[src/rtl/core/tcq_pkg.sv]
// types and constants of the two-class oldest-first queue
`default_nettype none

package tcq_pkg;

    localparam int KIND_W   = 2;
    localparam int STATUS_W = 2;
    localparam int TAG_W    = 16;
    localparam int STAMP_W  = 8;
    localparam int NUM_CLS  = 2;

    typedef enum logic [KIND_W-1:0] {
        KIND_ENQ       = 2'd0,
        KIND_DEQ_ANY   = 2'd1,
        KIND_DEQ_CLASS = 2'd2
    } kind_t;

    typedef enum logic [STATUS_W-1:0] {
        ST_OK    = 2'd0,
        ST_EMPTY = 2'd1,
        ST_FULL  = 2'd2
    } status_t;

    typedef enum logic [1:0] {
        CS_IDLE,
        CS_LOOKUP,
        CS_EXEC
    } ctrl_state_t;

    typedef struct packed {
        logic load;
        logic exec;
    } ctrl_cmd_t;

endpackage

`default_nettype wire

[src/rtl/core/tcq_if.sv]
// request and response channel interfaces
`default_nettype none

interface tcq_req_if;
    import tcq_pkg::*;

    logic                valid;
    logic                ready;
    logic [KIND_W-1:0]   kind;
    logic                item_class;
    logic [TAG_W-1:0]    item_tag;

    modport source (output valid, output kind, output item_class, output item_tag,
                    input ready);
    modport sink   (input valid, input kind, input item_class, input item_tag,
                    output ready);
endinterface

interface tcq_rsp_if;
    import tcq_pkg::*;

    logic                valid;
    logic                ready;
    logic [STATUS_W-1:0] status;
    logic                out_class;
    logic [TAG_W-1:0]    out_tag;

    modport source (output valid, output status, output out_class, output out_tag,
                    input ready);
    modport sink   (input valid, input status, input out_class, input out_tag,
                    output ready);
endinterface

`default_nettype wire

[src/rtl/core/tcq_datapath.sv]
// queue storage, pointers, arrival counter, age compare and result register
`default_nettype none

module tcq_datapath #(
    parameter int QUEUE_DEPTH = 16,
    parameter int TAG_BITS    = 16
) (
    input  wire logic                         clk,
    input  wire logic                         rst_n,
    input  wire tcq_pkg::ctrl_cmd_t           cmd,
    input  wire logic [tcq_pkg::KIND_W-1:0]   kind,
    input  wire logic                         item_class,
    input  wire logic [tcq_pkg::TAG_W-1:0]    item_tag,
    output logic [tcq_pkg::STATUS_W-1:0]      status,
    output logic                              out_class,
    output logic [tcq_pkg::TAG_W-1:0]         out_tag
);
    import tcq_pkg::*;

    localparam int PTR_W = (QUEUE_DEPTH > 1) ? $clog2(QUEUE_DEPTH) : 1;
    localparam int CNT_W = $clog2(QUEUE_DEPTH + 1);
    localparam int ENT_W = TAG_BITS + STAMP_W;

    // captured transaction
    logic [KIND_W-1:0]   kind_reg;
    logic                cls_reg;
    logic [TAG_BITS-1:0] tag_reg;

    logic [PTR_W-1:0]    head_reg  [NUM_CLS];
    logic [PTR_W-1:0]    tail_reg  [NUM_CLS];
    logic [CNT_W-1:0]    count_reg [NUM_CLS];
    logic [STAMP_W-1:0]  arrival_reg;
    logic [ENT_W-1:0]    head_ent_reg [NUM_CLS];

    logic [STATUS_W-1:0] status_reg;
    logic                class_reg;
    logic [TAG_W-1:0]    otag_reg;

    logic                push_en [NUM_CLS];
    logic                pop_en  [NUM_CLS];
    logic                nonempty [NUM_CLS];
    logic                full     [NUM_CLS];
    logic [STAMP_W-1:0]  stamp_diff;
    logic                take;
    logic                take_cls;
    status_t             status_next;
    logic [TAG_BITS-1:0] take_tag;

    function automatic logic [PTR_W-1:0] next_slot(input logic [PTR_W-1:0] p);
        logic [PTR_W-1:0] r;
        if (p == PTR_W'(QUEUE_DEPTH - 1))
            r = '0;
        else
            r = p + PTR_W'(1);
        return r;
    endfunction

    always_ff @(posedge clk)
    begin
        if (cmd.load)
        begin
            kind_reg <= kind;
            cls_reg  <= item_class;
            tag_reg  <= TAG_BITS'(item_tag);
        end
    end

    always_comb
    begin
        for (int c = 0; c < NUM_CLS; c++)
        begin
            nonempty[c] = (count_reg[c] != '0);
            full[c]     = (count_reg[c] == CNT_W'(QUEUE_DEPTH));
        end
    end

    // wrap-aware age: first head older when the stamp difference is negative
    assign stamp_diff = head_ent_reg[0][STAMP_W-1:0] - head_ent_reg[1][STAMP_W-1:0];

    always_comb
    begin
        take        = 1'b0;
        take_cls    = 1'b0;
        status_next = ST_OK;
        for (int c = 0; c < NUM_CLS; c++)
        begin
            push_en[c] = 1'b0;
        end
        case (kind_reg)
            KIND_ENQ:
            begin
                if (full[cls_reg])
                    status_next = ST_FULL;
                else
                    push_en[cls_reg] = cmd.exec;
            end
            KIND_DEQ_ANY:
            begin
                if (nonempty[0] && nonempty[1])
                begin
                    take     = 1'b1;
                    take_cls = ~stamp_diff[STAMP_W-1];
                end
                else if (nonempty[0] || nonempty[1])
                begin
                    take     = 1'b1;
                    take_cls = nonempty[1];
                end
                else
                begin
                    status_next = ST_EMPTY;
                end
            end
            KIND_DEQ_CLASS:
            begin
                if (nonempty[cls_reg])
                begin
                    take     = 1'b1;
                    take_cls = cls_reg;
                end
                else
                begin
                    status_next = ST_EMPTY;
                end
            end
            default:
            begin
                status_next = ST_OK;
            end
        endcase
        for (int c = 0; c < NUM_CLS; c++)
        begin
            pop_en[c] = cmd.exec && take && (take_cls == 1'(c));
        end
    end

    assign take_tag = head_ent_reg[take_cls][ENT_W-1:STAMP_W];

    for (genvar g = 0; g < NUM_CLS; g++)
    begin : g_queue
        logic [ENT_W-1:0] mem [QUEUE_DEPTH];

        always_ff @(posedge clk)
        begin
            if (push_en[g])
                mem[tail_reg[g]] <= {tag_reg, arrival_reg};
            head_ent_reg[g] <= mem[head_reg[g]];
        end

        always_ff @(posedge clk or negedge rst_n)
        begin
            if (!rst_n)
            begin
                head_reg[g]  <= '0;
                tail_reg[g]  <= '0;
                count_reg[g] <= '0;
            end
            else
            begin
                if (push_en[g])
                begin
                    tail_reg[g]  <= next_slot(tail_reg[g]);
                    count_reg[g] <= count_reg[g] + CNT_W'(1);
                end
                else if (pop_en[g])
                begin
                    head_reg[g]  <= next_slot(head_reg[g]);
                    count_reg[g] <= count_reg[g] - CNT_W'(1);
                end
            end
        end
    end

    always_ff @(posedge clk or negedge rst_n)
    begin
        if (!rst_n)
            arrival_reg <= '0;
        else if (push_en[0] || push_en[1])
            arrival_reg <= arrival_reg + STAMP_W'(1);
    end

    always_ff @(posedge clk)
    begin
        if (cmd.exec)
        begin
            status_reg <= status_next;
            class_reg  <= take && take_cls;
            otag_reg   <= take ? TAG_W'(take_tag) : '0;
        end
    end

    assign status    = status_reg;
    assign out_class = class_reg;
    assign out_tag   = otag_reg;

endmodule

`default_nettype wire

[src/rtl/core/tcq_ctrl.sv]
// sequencing state machine and response valid
`default_nettype none

module tcq_ctrl (
    input  wire logic               clk,
    input  wire logic               rst_n,
    input  wire logic               req_valid,
    output logic                    req_ready,
    output logic                    rsp_valid,
    input  wire logic               rsp_ready,
    output tcq_pkg::ctrl_cmd_t      cmd
);
    import tcq_pkg::*;

    ctrl_state_t state_reg, state_next;
    logic        rsp_valid_reg, rsp_valid_next;
    logic        go;

    // the result register is free, or empties in this cycle
    assign go = !rsp_valid_reg || rsp_ready;

    always_comb
    begin
        state_next = state_reg;
        case (state_reg)
            CS_IDLE:
            begin
                if (req_valid)
                    state_next = CS_LOOKUP;
            end
            CS_LOOKUP:
            begin
                state_next = CS_EXEC;
            end
            CS_EXEC:
            begin
                if (go)
                    state_next = CS_IDLE;
            end
            default:
            begin
                state_next = CS_IDLE;
            end
        endcase
    end

    always_comb
    begin
        req_ready = 1'b0;
        cmd       = '0;
        case (state_reg)
            CS_IDLE:
            begin
                req_ready = 1'b1;
                cmd.load  = req_valid;
            end
            CS_LOOKUP:
            begin
                req_ready = 1'b0;
            end
            CS_EXEC:
            begin
                cmd.exec = go;
            end
            default:
            begin
                req_ready = 1'b0;
            end
        endcase
    end

    always_comb
    begin
        if (cmd.exec)
            rsp_valid_next = 1'b1;
        else if (rsp_ready)
            rsp_valid_next = 1'b0;
        else
            rsp_valid_next = rsp_valid_reg;
    end

    always_ff @(posedge clk or negedge rst_n)
    begin
        if (!rst_n)
        begin
            state_reg     <= CS_IDLE;
            rsp_valid_reg <= 1'b0;
        end
        else
        begin
            state_reg     <= state_next;
            rsp_valid_reg <= rsp_valid_next;
        end
    end

    assign rsp_valid = rsp_valid_reg;

endmodule

`default_nettype wire

[src/rtl/core/two_class_oldest_first_queue_core.sv]
// Two FIFOs, one per class, each entry holding a tag and an 8-bit arrival stamp from a
// shared counter that advances on every stored enqueue. A request enqueues into a class,
// dequeues the head of a class, or dequeues the older of the two heads (wrap-aware stamp
// compare, the second class wins a tie). Each request gives one response with status ok,
// empty or full; a full queue drops the enqueue. A request passes three steps: capture at
// acceptance, registered read of the two head entries from the queue memories, then
// execute, after which its response is presented. A new request is taken only after
// the previous one executes, so requests are never accepted back to back; an unread
// response holds the next request in its execute step.
`default_nettype none

module two_class_oldest_first_queue_core #(
    parameter int QUEUE_DEPTH = 16,
    parameter int TAG_BITS    = 16
) (
    input  wire logic clk,
    input  wire logic rst_n,
    tcq_req_if.sink   req,
    tcq_rsp_if.source rsp
);
    import tcq_pkg::*;

    ctrl_cmd_t cmd;

    tcq_ctrl u_ctrl (
        .clk       (clk),
        .rst_n     (rst_n),
        .req_valid (req.valid),
        .req_ready (req.ready),
        .rsp_valid (rsp.valid),
        .rsp_ready (rsp.ready),
        .cmd       (cmd)
    );

    tcq_datapath #(
        .QUEUE_DEPTH (QUEUE_DEPTH),
        .TAG_BITS    (TAG_BITS)
    ) u_dp (
        .clk        (clk),
        .rst_n      (rst_n),
        .cmd        (cmd),
        .kind       (req.kind),
        .item_class (req.item_class),
        .item_tag   (req.item_tag),
        .status     (rsp.status),
        .out_class  (rsp.out_class),
        .out_tag    (rsp.out_tag)
    );

endmodule

`default_nettype wire

[src/flat_wrapper.sv]
// flat-port wrapper written by rule: the top's interface ports become plain ports
module two_class_oldest_first_queue_core_flat import tcq_pkg::*;
#(
    parameter int QUEUE_DEPTH = 16,
    parameter int TAG_BITS    = 16
)
  (clk, rst_n, req_valid, req_kind, req_item_class, req_item_tag, req_ready, rsp_valid, rsp_status, rsp_out_class, rsp_out_tag, rsp_ready);
  tcq_req_if req_i ();
  tcq_rsp_if rsp_i ();
  input  wire logic clk;
  input  wire logic rst_n;
  input wire logic [$bits(req_i.valid)-1:0] req_valid;
  input wire logic [$bits(req_i.kind)-1:0] req_kind;
  input wire logic [$bits(req_i.item_class)-1:0] req_item_class;
  input wire logic [$bits(req_i.item_tag)-1:0] req_item_tag;
  output wire logic [$bits(req_i.ready)-1:0] req_ready;
  output wire logic [$bits(rsp_i.valid)-1:0] rsp_valid;
  output wire logic [$bits(rsp_i.status)-1:0] rsp_status;
  output wire logic [$bits(rsp_i.out_class)-1:0] rsp_out_class;
  output wire logic [$bits(rsp_i.out_tag)-1:0] rsp_out_tag;
  input wire logic [$bits(rsp_i.ready)-1:0] rsp_ready;
  assign req_i.valid = req_valid;
  assign req_i.kind = req_kind;
  assign req_i.item_class = req_item_class;
  assign req_i.item_tag = req_item_tag;
  assign req_ready = req_i.ready;
  assign rsp_valid = rsp_i.valid;
  assign rsp_status = rsp_i.status;
  assign rsp_out_class = rsp_i.out_class;
  assign rsp_out_tag = rsp_i.out_tag;
  assign rsp_i.ready = rsp_ready;
  two_class_oldest_first_queue_core #(.QUEUE_DEPTH(QUEUE_DEPTH), .TAG_BITS(TAG_BITS)) u_core (.clk(clk), .rst_n(rst_n), .req(req_i), .rsp(rsp_i));
endmodule
[config.mk]
export PLATFORM = sky130hd
export DESIGN_NAME = two_class_oldest_first_queue_core_flat
export DESIGN_NICKNAME = d
export VERILOG_FILES = /design/src/rtl/core/tcq_pkg.sv /design/src/rtl/core/tcq_if.sv /design/src/rtl/core/tcq_datapath.sv /design/src/rtl/core/tcq_ctrl.sv /design/src/rtl/core/two_class_oldest_first_queue_core.sv /design/src/flat_wrapper.sv
export SDC_FILE = /design/constraint.sdc
export NUM_CORES = 1
export LEC_CHECK = 0
export BUFFER_PORTS_ARGS = -buffer_cell sky130_fd_sc_hd__buf_2
export CELL_PAD_IN_SITES_DETAIL_PLACEMENT = 0
export CELL_PAD_IN_SITES_GLOBAL_PLACEMENT = 2
export CORE_AREA = 2 2 342 344
export DETAILED_ROUTE_END_ITERATION = 7
export DIE_AREA = 0 0 344 346
export PLACE_DENSITY = 0.64
export SLEW_MARGIN = 25
export SYNTH_ARGS = -nofsm -noshare
export SYNTH_HDL_FRONTEND = slang
export SYNTH_SLANG_ARGS = --single-unit
[constraint.sdc]
create_clock -name clk -period 6.05 [get_ports clk]
set_input_delay 0.9075 -clock clk [delete_from_list [all_inputs] [get_ports clk]]
set_output_delay 0.9075 -clock clk [all_outputs]
set_load 0.02 [all_outputs]
Word level (Yosys, flattened, before mapping)
Memories as Yosys holds them, arrays and structs flattened. A register that Yosys moved wholly into a read port is not among the register bits.
Cells that the tools add are included.

word-level totals
  register bits after elaboration = 59
  bits in writable memories = 816
  input bits = 23
  logic and storage cells = 111
  memories kept = 3

memories
  name                        words  bits a word  rd ports  clocked after Yosys merged registers in  write ports  RTL line             source
  u_core.u_dp.g_queue[0].mem  16     24           1         0                                        1            tcq_datapath.sv:141  logic [ENT_W-1:0] mem [QUEUE_DEPTH];
  u_core.u_dp.g_queue[1].mem  16     24           1         0                                        1            tcq_datapath.sv:141
  u_core.u_dp.head_ent_reg    2      24           3         1                                        2            tcq_datapath.sv:33   logic [ENT_W-1:0] head_ent_reg [NUM_CLS];

cells by class
  $add $sub $neg = 10
  order comparisons = 2
  equal/unequal tests = 12
  muxes and demuxes = 43
  bitwise gates (word level) = 6
  reductions and logical operators = 21

operator list
  kind                 count
  $mux 1               25
  $mux 5               4
  $add 4x1->4 const B  4
  $eq 4x4->1 const B   4
  $mux 4               4
  $pmux 2 s3           2
  $add 5x1->5 const B  2
  $eq 5x5->1 const B   2
  $mux 2               5
  $reduce_bool 5->1    2
  $sub 5x1->5 const B  2
  $add 8x1->8 const B  1
  $sub 8x8->8          1
  $logic_and 1x1->1    6
  $reduce_and 2->1     3
  $reduce_bool 2->1    3
  $eq 2x1->1 const B   2
  $eq 2x2->1 const B   2
  $logic_not 2->1      2
  $ne 2x2->1 const B   2
  $not 1->1            4
  $pmux 1 s2           2
  $logic_or 1x1->1     3
  $and 2x2->2          1
  other kinds (5)      6

Depth between registers and ports, before layout
Gate-level depths: netlist of the first run.

  word-level depth = 10
  depth in mapped cells = 12
  mapped depth without buffers = 11

Hierarchy
A second synthesis of the first run with hierarchy kept.

second synthesis, totals
  cells, all modules = 1,851
  area total of the unflattened synthesis = 34,190.3 um2

modules (own cells, without submodules)
  module        instances  cells an instance  area an instance (um2)
  tcq_datapath  1          1,838              34,047.7
  tcq_ctrl      1          13                 142.6

Least setup slack after synthesis of the first run
OpenSTA, ideal clock, no wires.

  kind = input -> register
  from = input port rsp_ready
  to = memory u_core.u_dp.g_queue[1].mem[3][0] in the netlist's numbering (enable)
  arrival time = 3.516 ns
  required time = 5.615 ns
  setup slack = 2.099 ns
  cell stages on the path = 6
  buffers on the path = 1
  cell sequence = nand2b_1 > and3_1 > and2_1 > clkbuf_1 > nand2_1 > nor3_1

between the ends
  word-level cells in the longest chain between the ends = 7

ends and longest elaborated chain
  element                       RTL line             source
  start: declaration            flat_wrapper.sv:21   input wire logic [$bits(rsp_i.ready)-1:0] rsp_ready;
  $logic_or 1x1->1              tcq_ctrl.sv:20       assign go = !rsp_valid_reg || rsp_ready;
  $mux 1                        tcq_ctrl.sv:51       case (state_reg)
  $and 2x2->2 (no source line)  --
  $mux 2                        tcq_datapath.sv:92   if (full[cls_reg])
  $mux 2                        tcq_datapath.sv:89   case (kind_reg)
  $mux 1                        tcq_datapath.sv:145  if (push_en[g])
  $mux 1 (not written as such)  tcq_datapath.sv:146  mem[tail_reg[g]] <= {tag_reg, arrival_reg};
  end: declaration              tcq_datapath.sv:141

Every way passes these cells.

Final worst setup path of the first run
  from = register u_core.u_dp.count_reg[5] in the netlist's numbering
  to = register u_core.u_dp.otag_reg[9], in the netlist u_core.u_dp.out_tag[9], read port of u_core.u_dp.head_ent_reg, data pin

between the ends
  word-level cells in the longest chain between the ends = 7

ends and longest elaborated chain
  element                                     RTL line             source
  start: declaration                          tcq_datapath.sv:31   logic [CNT_W-1:0] count_reg [NUM_CLS];
  start signal: indexed assignment            tcq_datapath.sv:163  count_reg[g] <= count_reg[g] + CNT_W'(1);
  start signal: indexed assignment            tcq_datapath.sv:168  count_reg[g] <= count_reg[g] - CNT_W'(1);
  $reduce_bool 5->1 *                         tcq_datapath.sv:72   nonempty[c] = (count_reg[c] != '0);
  $mux 1 (not written as such) (3 in series)  tcq_datapath.sv:116  if (nonempty[cls_reg])
  $mux 1                                      tcq_datapath.sv:116
  $pmux 1 s2                                  tcq_datapath.sv:89
  $logic_not 1->1 (no source line)            --
  end: declaration                            tcq_datapath.sv:37   logic [TAG_W-1:0] otag_reg;

Every way passes the cells marked *; elsewhere a longest branch is shown, timed or not. The select of a mux whose other input is x is not followed.
A chain may end at the register's enable or synchronous reset.

==> qor.csv, run 1 <==
stage,metric,value,unit
critical_path,endpoint_kind,flip-flop,
yosys,postSynthCellCount,1865,
timing,finalCritPeriodShare,53.8,%
clock_network,post-cts-setup-buffers,0,
yosys,muxShareOfSynthArea,12.4,%
timing,finalHoldViolations,0,
run,max_cap_violations,0,
yosys,synth_nets,1917,
power_and_ir_drop,power.density,414,nW/µm²
timing,tightest_slew,0.995,ns
clock_network,ctsResizeCount,0,
clock_network,cts_tree,built,
critical_path,cp-startpoint,u_core.u_dp.count_reg[5],
critical_path,start_kind,flip-flop,
yosys,ys.flop_type,edfxtp_1,
yosys,synth_simple_gate_area_share,2.73,%
timing,drv_slew,0,
yosys,synth_area,34300,µm²
power_and_ir_drop,power,0.0165,W
power_and_ir_drop,p_leak,13.2,nW
finish,fin_cells,3579,
floorplanning,die-area,119000,µm²
finish,drive_above_1_share,21.5,%
routing,drtAntennaViolNets,0,
global_routing,grt_max_degree,73,
critical_path,r2r_end,u_core.u_dp.out_tag[9],
clock_network,clk_latency,0.68,ns
critical_path,required,6.44,ns
timing,finalSetupViolations,0,
routing,wl_per_cell,23.2,µm
clock_network,cts_buffers,95,
timing,whs,0.252,ns
clock_network,cts_sinks,891,
clock_network,hold_buffers,0,
timing,max_slew_margin,33.6,%
place,port_buffers,43,
yosys,synth_edf_count,806,
power_and_ir_drop,vdd_drop_max,0.250,mV
routing,firstDrtPassIters,7,
finish,diodes,0,
finish,area_growth,16.6,%
yosys,seq_area_frac_synth,76.1,%
place,gp_congestion,0.775,
yosys,synth_xor_area_share,0.511,%
yosys,yosysWarnings,0,
clock_network,htree_levels,3,
critical_path,rrSetupSlack,2.80,ns
global_routing,gr-total-overflow,0,
place,hpwl,47900,µm
yosys,ys_ff_latch,891,
yosys,synth-adder-area-share,1.10,%
yosys,avgSynthCellArea,18.4,µm²
yosys,synth_top_area_share,70.6,%
global_routing,grt_pass1_vias,17700,
finish,largest_reg_flops,768,
clock_network,clock-root-buffer,clkbuf_16,
finish,nets,2026,
critical_path,reg2reg_depth,7,
floorplanning,row_count,125,
outcome,status,completed,
timing,fmax,307,MHz
routing,vias,17200,
worst_hold_path,hold_class,in2async,
global_routing,grt_util_all_layers,13.8,%
critical_path,worst-path-max-fanout,21,
critical_path,path_class,reg2reg,
global_routing,antenna_found_initial,3,
yosys,synth_compound_area_share,5.64,%
routing,vias_per_cell,4.80,
yosys,synth_area_leaders,"edfxtp_1 71%, mux4_2 6.3%, mux2i_1 4.6%, dfxtp_1 2.8%, dfrtp_1 2.7%",
yosys,synth_top_family_by_area,multiplexers,
routing,drt_iter0_markers,1505,
finish,final_util,34.6,%
routing,wl,82900,µm
critical_path,crit_arrival,3.64,ns
clock_network,clkTransAtPathRegs,0.06,ns
finish,layout_common_cells,"806 x edfxtp_1, 159 x mux2i_1, 102 x nand2_1, 97 x clkbuf_16, 96 x mux4_2",
floorplanning,fp.dieH,346,µm
floorplanning,coreArea,115000,µm²
clock_network,clk_path_buf_depth,3,
floorplanning,io_pins,44,
critical_path,cp-endpoint,u_core.u_dp.out_tag[9],
global_routing,grt_pass1_wl,121000,µm
floorplanning,start_util,29.7,%
critical_path,slowest_stage,or4_4,
critical_path,path_cells,"or4_4, nor2_1, nor3_1, a211oi_4, buf_4, and2_1, o31ai_1",
timing,finalSetupTns,0,ns
place,dp.cells,3394,
timing,rsz0062_at_grt,no,
critical_path,r2r_start,u_core.u_dp.count_reg[5],
timing,skew,0.0528,ns
yosys,synth_cell_types,54,
timing,fin_crit,3.25,ns
yosys,yosys.area.top_type,edfxtp_1,
finish,layout_commonest_cell,edfxtp_1,
routing,route.detailed.drc,0,
floorplanning,fp.dieW,344,µm
yosys,async_reset_ff_share,4.15,%
critical_path,worst_path_largest_cell_delay,0.58,ns
[per-stage QoR]
stage | instance area, µm² | setup slack, ns
finish | 40000 | 2.80
global route | 40000 | 2.61
CTS | 39800 | 2.82
detailed placement | 36600 | 2.54
global placement | 36600 | 2.44
floorplan | 34300 | 2.10
[synthesized netlist by cell type, types with 18 or more instances]
master    number
dfxtp_1       48
a22oi_1       50
mux2i_1      159
nor2_1        33
mux2_2        38
nand2_1      103
buf_2         20
a21oi_1       57
dfrtp_1       37
nand3_1       18
edfxtp_1     806
o21ai_0       89
clkbuf_1      58
ha_1          27
a221oi_1      48
inv_1         30
mux4_2        96
[cell families (layout without fill, tap and decap cells)]
logic type / Yosys count / after routing
xor gates and xnor gates: 20 / 20
AOI/OAI and AO/OA: 292 / 292
DFF: 891 / 891
and+or+nand+nor: 207 / 207
adders and majority gates: 29 / 29
buffers and inverters: 127 / 317
muxes: 299 / 299
[power by group]
part | switching, W | internal, W
registers | 0.000446 | 0.00719
clock network | 0.00244 | 0.00345
logic | 0.00170 | 0.00133
[layer usage]
metal  part of all wire (%)  wire [µm]  global-route usage (%)  up-vias
met5                      0          0                       0        -
met4                    2.4       2020                    3.95        0
met3                    4.3       3530                    2.29      126
met2                     47      38900                    22.0      398
met1                     46      38400                    19.4     9007
li1                       -          -                       -     7663
[final cells by class]
| class | count | area (µm²) |
|---|---|---|
| tap | 1524 | 1910 |
| clock buffer | 134 | 2670 |
| multi-input combinational | 847 | 7830 |
| timing repair buffer | 109 | 810 |
| clock inverter | 44 | 534 |
| fill | 10900 | 75500 |
| sequential | 891 | 26100 |
| inverter | 30 | 113 |
[worst min-delay path by stage]
stage	slack [ns]	to	start
finish	0.25	u_core.u_dp.tail_reg[2]	rst_n
floorplan	0.49	u_core.u_ctrl.state_reg[1]	u_core.u_ctrl.state_reg[0]
CTS	0.36	u_core.u_dp.tag_reg[12]	req_item_tag[12]
global route	0.26	u_core.u_dp.tail_reg[2]	rst_n
global placement	0.52	u_core.u_ctrl.rsp_valid	u_core.u_ctrl.state_reg[1]
detailed placement	0.53	u_core.u_dp.out_tag[11]	u_core.u_dp.head_ent_reg[1][19]
[critical path: cells and delay by family (launching register included)]
| kind | cells | cell delay, ns |
|---|---|---|
| AOI/OAI and AO/OA | 2 | 0.74 |
| DFF | 1 | 0.44 |
| buffers and inverters | 1 | 0.37 |
| and+or+nand+nor | 4 | 1.41 |
(Power assumes the default switching activity.)
==> run 2, diff against run 1 <==
PLACE_DENSITY = 0.66   (was 0.64)
clock period = 2.8 ns   (was 6.05 ns; I/O delays follow)
==> run 2 against run 1 <==
Register-to-register slack got worse by 2.7 ns; flip-flop and latch count unchanged; largest cell class unchanged; sequential share of layout area is 1.6 points lower; cell area increased by 2.6%; combinational power up 130%; clock-buffer cell count shrank 16; hold slack lost 0.11 ns; clock power grew 120%.
==> qor.csv, run 2 (synthesized netlist as in run 1, its figures left out) <==
stage,metric,value,unit
outcome,status,completed,
place,hpwl,47500,µm
power_and_ir_drop,clkPwrFrac,35.2,%
timing,max_slew_margin,33.6,%
routing,firstDrtPassIters,5,
timing,drv_slew,0,
power_and_ir_drop,power.density,884,nW/µm²
timing,whs,0.144,ns
floorplanning,fp.dieW,344,µm
finish,largest_reg_flops,768,
critical_path,cp-endpoint,u_core.u_dp.count_reg[3],
routing,vias_per_cell,4.86,
global_routing,grt_max_degree,52,
run,max_cap_violations,0,
clock_network,cts_sinks,891,
finish,diodes,0,
critical_path,endpoint_kind,flip-flop,
clock_network,cts_tree,built,
routing,wl_per_cell,22.9,µm
clock_network,clock-root-buffer,clkbuf_16,
floorplanning,coreArea,115000,µm²
finish,layout_common_cells,"806 x edfxtp_1, 159 x mux2i_1, 103 x nand2_1, 96 x mux4_2, 94 x clkbuf_16",
clock_network,clk_latency,0.67,ns
critical_path,path_class,reg2reg,
critical_path,worst-path-max-fanout,7,
timing,finalCritPeriodShare,96.3,%
timing,rsz0062_at_grt,yes,
critical_path,r2r_start,u_core.u_dp.count_reg[1],
timing,fin_crit,2.70,ns
critical_path,rrSetupSlack,0.10,ns
finish,nets,2096,
power_and_ir_drop,pwr-share-comb,19.2,%
worst_hold_path,hold_depth,3,
finish,layout_commonest_cell,edfxtp_1,
power_and_ir_drop,power,0.0362,W
routing,wl,83600,µm
finish,drive_above_1_share,22.9,%
critical_path,reg2reg_depth,10,
place,gp_congestion,0.739,
timing,finalHoldViolations,0,
critical_path,r2r_end,u_core.u_dp.count_reg[3],
finish,fillers,10800,
power_and_ir_drop,power_switching,0.00981,W
timing,fmax,371,MHz
finish,area_growth,19.6,%
clock_network,htree_levels,3,
clock_network,clkTransAtPathRegs,0.05,ns
floorplanning,die-area,119000,µm²
power_and_ir_drop,p_sw_share,27.1,%
global_routing,antenna_found_initial,1,
global_routing,gr-total-overflow,0,
clock_network,cts_buffers,92,
timing,finalSetupViolations,0,
routing,vias,17700,
floorplanning,fp.dieH,346,µm
global_routing,grt_util_all_layers,13.9,%
clock_network,clk_path_buf_depth,3,
routing,drt_iter0_markers,1477,
power_and_ir_drop,vdd_drop_max,0.557,mV
place,port_buffers,43,
routing,drtAntennaViolNets,0,
critical_path,crit_arrival,3.20,ns
timing,skew,0.0509,ns
global_routing,grt_pass1_vias,17900,
critical_path,required,3.30,ns
global_routing,grt_pass1_wl,122000,µm
power_and_ir_drop,p_seq_share,45.5,%
worst_hold_path,hold_class,in2reg,
power_and_ir_drop,p_leak,13.6,nW
power_and_ir_drop,p_int,0.0264,W
timing,tightest_slew,0.996,ns
floorplanning,row_count,125,
floorplanning,io_pins,44,
critical_path,start_kind,flip-flop,
routing,route.detailed.drc,0,
critical_path,cp-startpoint,u_core.u_dp.count_reg[1],
floorplanning,start_util,29.7,%
-- run 2: cell count changes in the layout (fill, tap and decap cells not counted), moves of 7 or more --
cell           delta
buf_12           +30
dlygate4sd3_1    +21
buf_4            +17
clkinv_1         +14
clkbuf_1          -8
nor3_2            -8
nor3_4            +8
clkinv_2          -7
-- run 2: worst min-delay path by stage --
stage | from | end
floorplan | rst_n | u_core.u_ctrl.rsp_valid
global placement | u_core.u_ctrl.state_reg[1] | u_core.u_ctrl.rsp_valid
detailed placement | u_core.u_ctrl.state_reg[0] | u_core.u_ctrl.state_reg[1]
CTS | rsp_ready | u_core.u_ctrl.rsp_valid
global route | rsp_ready | u_core.u_ctrl.rsp_valid
finish | rsp_ready | u_core.u_ctrl.rsp_valid
-- run 2: power groups by stage --
stage               sequential (W)  clock (W)  combinational, W
floorplan                   0.0164          0           0.00488
detailed placement          0.0169          0           0.00683
global route                0.0166     0.0135           0.00753
global placement            0.0169          0           0.00671
CTS                         0.0166     0.0130           0.00689
finish                      0.0165     0.0128           0.00697
-- run 2: cell type report --
type                            count  area (µm²)  area share [%]
Tap cell                         1524        1910            4.65
Clock buffer                      118        2490            6.08
Clock inverter                     56         693            1.69
Sequential cell                   891       26100            63.7
Inverter                           30         113           0.275
Timing Repair Buffer              182        1820            4.43
Multi-Input combinational cell    847        7860            19.2
-- run 2: routing by layer --
metal	vias up	global-route usage, %	wire length, µm
met1	9356	20.5	39600
met5	-	0	10
li1	7816	-	-
met3	119	2.18	4080
met4	2	4.06	1950
met2	431	21.2	38000
-- run 2: timing repair --
| item | CTS | global route |
|---|---|---|
| setup endpoints to repair | 2 | 3 |
| hold buffers | 21 | 0 |
| endpoints found under the hold margin | 48 | 0 |
| resized for setup | 1 | 4 |
| setup buffers | 0 | 1 |
-- run 2: worst max-delay path: stages (launching register included) --
cell and delay [ns]:
dfrtp_1 0.42, or4_4 0.57, o21a_1 0.21, and2_4 0.19
inv_1 0.08, buf_4 0.16, ha_1 0.24, a21o_1 0.16
a21oi_1 0.19, xnor2_1 0.09, mux2_2 0.27
-- run 2: metrics by stage --
step                instances  instance area (µm²)  utilization, %  setup TNS, ns  setup slack (ns)
finish                   3648                41000            35.5              0             0.102
global placement         3438                37300            32.4        -0.0718           -0.0718
floorplan                1865                34300               -         -11.01           -0.0829
detailed placement       3439                37400            32.4        -0.0427           -0.0427
global route             3648                41000            35.5        -0.0142           -0.0142
CTS                      3634                40800            35.3              0            0.0204
==> run 3, diff against run 2 <==
PLACE_DENSITY = 0.58   (was 0.66)
==> run 3 against run 2 <==
Sequential share of layout area down 0.37 points; largest cell class unchanged; final cell count is 0.52% higher; combinational power rose by 4.6%; power is 0.12% higher.
==> qor.csv, run 3 (synthesized netlist as in run 1, its figures left out) <==
stage,metric,value,unit
critical_path,start_kind,flip-flop,
clock_network,cts_sinks,891,
place,hpwl,51400,µm
timing,fin_crit,2.71,ns
critical_path,required,3.35,ns
floorplanning,io_pins,44,
timing,drv_slew,0,
clock_network,htree_levels,3,
routing,drtAntennaViolNets,0,
power_and_ir_drop,p_leak,13.7,nW
finish,largest_reg_flops,768,
timing,finalHoldViolations,0,
critical_path,crit_arrival,3.26,ns
critical_path,worst-path-max-fanout,6,
place,port_buffers,43,
finish,layout_common_cells,"806 x edfxtp_1, 159 x mux2i_1, 103 x nand2_1, 100 x clkbuf_16, 96 x mux4_2",
floorplanning,fp.dieH,346,µm
routing,route.detailed.drc,0,
critical_path,path_class,reg2reg,
critical_path,path_common_cell,a21o_1,
floorplanning,start_util,29.7,%
timing,whs,0.0403,ns
global_routing,grt_pass1_wl,127000,µm
clock_network,post-cts-setup-buffers,0,
finish,area_growth,20.3,%
place,dp.cells,3457,
global_routing,gr-total-overflow,0,
power_and_ir_drop,vdd_drop_max,0.563,mV
timing,layout_setup_ws,0.0889,ns
critical_path,r2r_start,u_core.u_dp.count_reg[0],
worst_hold_path,holdPathEnd,u_core.u_dp.tag_reg[15],
outcome,status,completed,
critical_path,cp-startpoint,u_core.u_dp.count_reg[0],
clock_network,cts_tree,built,
clock_network,clkTransAtPathRegs,0.05,ns
critical_path,endpoint_kind,flip-flop,
clock_network,clock-root-buffer,clkbuf_16,
global_routing,antenna_found_initial,1,
timing,finalCritPeriodShare,96.8,%
finish,final_util,35.7,%
power_and_ir_drop,power.density,880,nW/µm²
timing,finalSetupViolations,0,
global_routing,grt_max_degree,39,
critical_path,r2r_end,u_core.u_dp.count_reg[4],
routing,vias,17500,
clock_network,clk_path_buf_depth,3,
floorplanning,fp.dieW,344,µm
critical_path,reg2reg_depth,10,
run,max_cap_violations,0,
critical_path,rrSetupSlack,0.09,ns
timing,max_slew_margin,33.5,%
global_routing,grt_pass1_vias,18300,
worst_hold_path,hold_depth,1,
finish,fin_cells,3667,
timing,rsz0062_at_grt,no,
worst_hold_path,hold_class,in2reg,
routing,vias_per_cell,4.78,
finish,drive_above_1_share,23.2,%
floorplanning,coreArea,115000,µm²
global_routing,grt_util_all_layers,14.7,%
finish,design_area,41200,µm²
place,gp_congestion,0.746,
finish,nets,2112,
routing,wl,87100,µm
floorplanning,die-area,119000,µm²
place,place_ws,-0.0244,ns
clock_network,cts_buffers,96,
routing,firstDrtPassIters,6,
timing,fmax,369,MHz
routing,drt_iter0_markers,1331,
floorplanning,row_count,125,
routing,wl_per_cell,23.8,µm
clock_network,clk_latency,0.67,ns
finish,layout_commonest_cell,edfxtp_1,
place,dpl-instance-area,37700,µm²
timing,tightest_slew,0.995,ns
timing,skew,0.0514,ns
critical_path,path_cells,"or4_4, o21a_1, and2_2, inv_4, ha_1, a21o_1, a21o_1, and3_1, a41oi_2, xnor2_1",
critical_path,worst_path_largest_cell_delay,0.57,ns
worst_hold_path,worst_hold_startpoint,req_item_tag[15],
critical_path,slowest_stage,or4_4,
==> run 3: worst max path at each step <==
stage                                              endpoint  slack [ns]  cells past startpoint
after CTS                          u_core.u_dp.count_reg[4]        0.01                     10
after global routing               u_core.u_dp.count_reg[4]       0.006                     10
final                              u_core.u_dp.count_reg[4]        0.09                     10
after detailed placement           u_core.u_dp.count_reg[4]       -0.02                     10
after floorplan           u_core.u_dp.g_queue[1].mem[15][0]       -0.08                      7
after global placement             u_core.u_dp.count_reg[4]        0.04                     10
==> run 3: through the flow <==
step           setup TNS (ns)  total power, W
2_1_floorplan          -11.01          0.0212
3_3_place_gp                0          0.0239
3_5_place_dp          -0.0244          0.0240
4_1_cts                     0          0.0367
5_1_grt                     0          0.0378
6_report                    0          0.0363
==> run 3: critical path, delay by kind of cell, from the launching register on <==
kind | cells | cell delay, ns
xor gates and xnor gates | 1 | 0.13
adders and majority gates | 1 | 0.27
AOI/OAI and AO/OA | 4 | 0.74
DFF | 1 | 0.38
buffers and inverters | 1 | 0.10
and+or+nand+nor | 3 | 1.01
==> run 3: layout make-up <==
type	instances	area, µm²
Inverter	30	115
Tap cell	1524	1910
Clock buffer	142	2740
Multi-Input combinational cell	847	7930
Clock inverter	38	438
Timing Repair Buffer	194	1990
Sequential cell	891	26100
Antenna cell	1	2.50
Fill cell	10900	74200
==> run 3: metal layers <==
metal,vias up,wire length [µm],global-route usage [%]
li1,7859,-,-
met4,0,1590,3.58
met1,9194,41200,21.0
met2,375,40900,23.4
met5,-,0,0
met3,113,3450,2.15
==> run 3: what timing repair did <==
item,CTS,global route
endpoints found under the hold margin,56,0
hold buffers,20,0
setup endpoints to repair,1,80
gates resized for setup,1,4
gates cloned,0,0
==> run 3: report_power, final <==
| part | switching, W | internal (W) | total, W |
|---|---|---|---|
| Sequential | 0.000801 | 0.0155 | 0.0163 |
| Clock | 0.00518 | 0.00744 | 0.0126 |
| Combinational | 0.00398 | 0.00331 | 0.00729 |
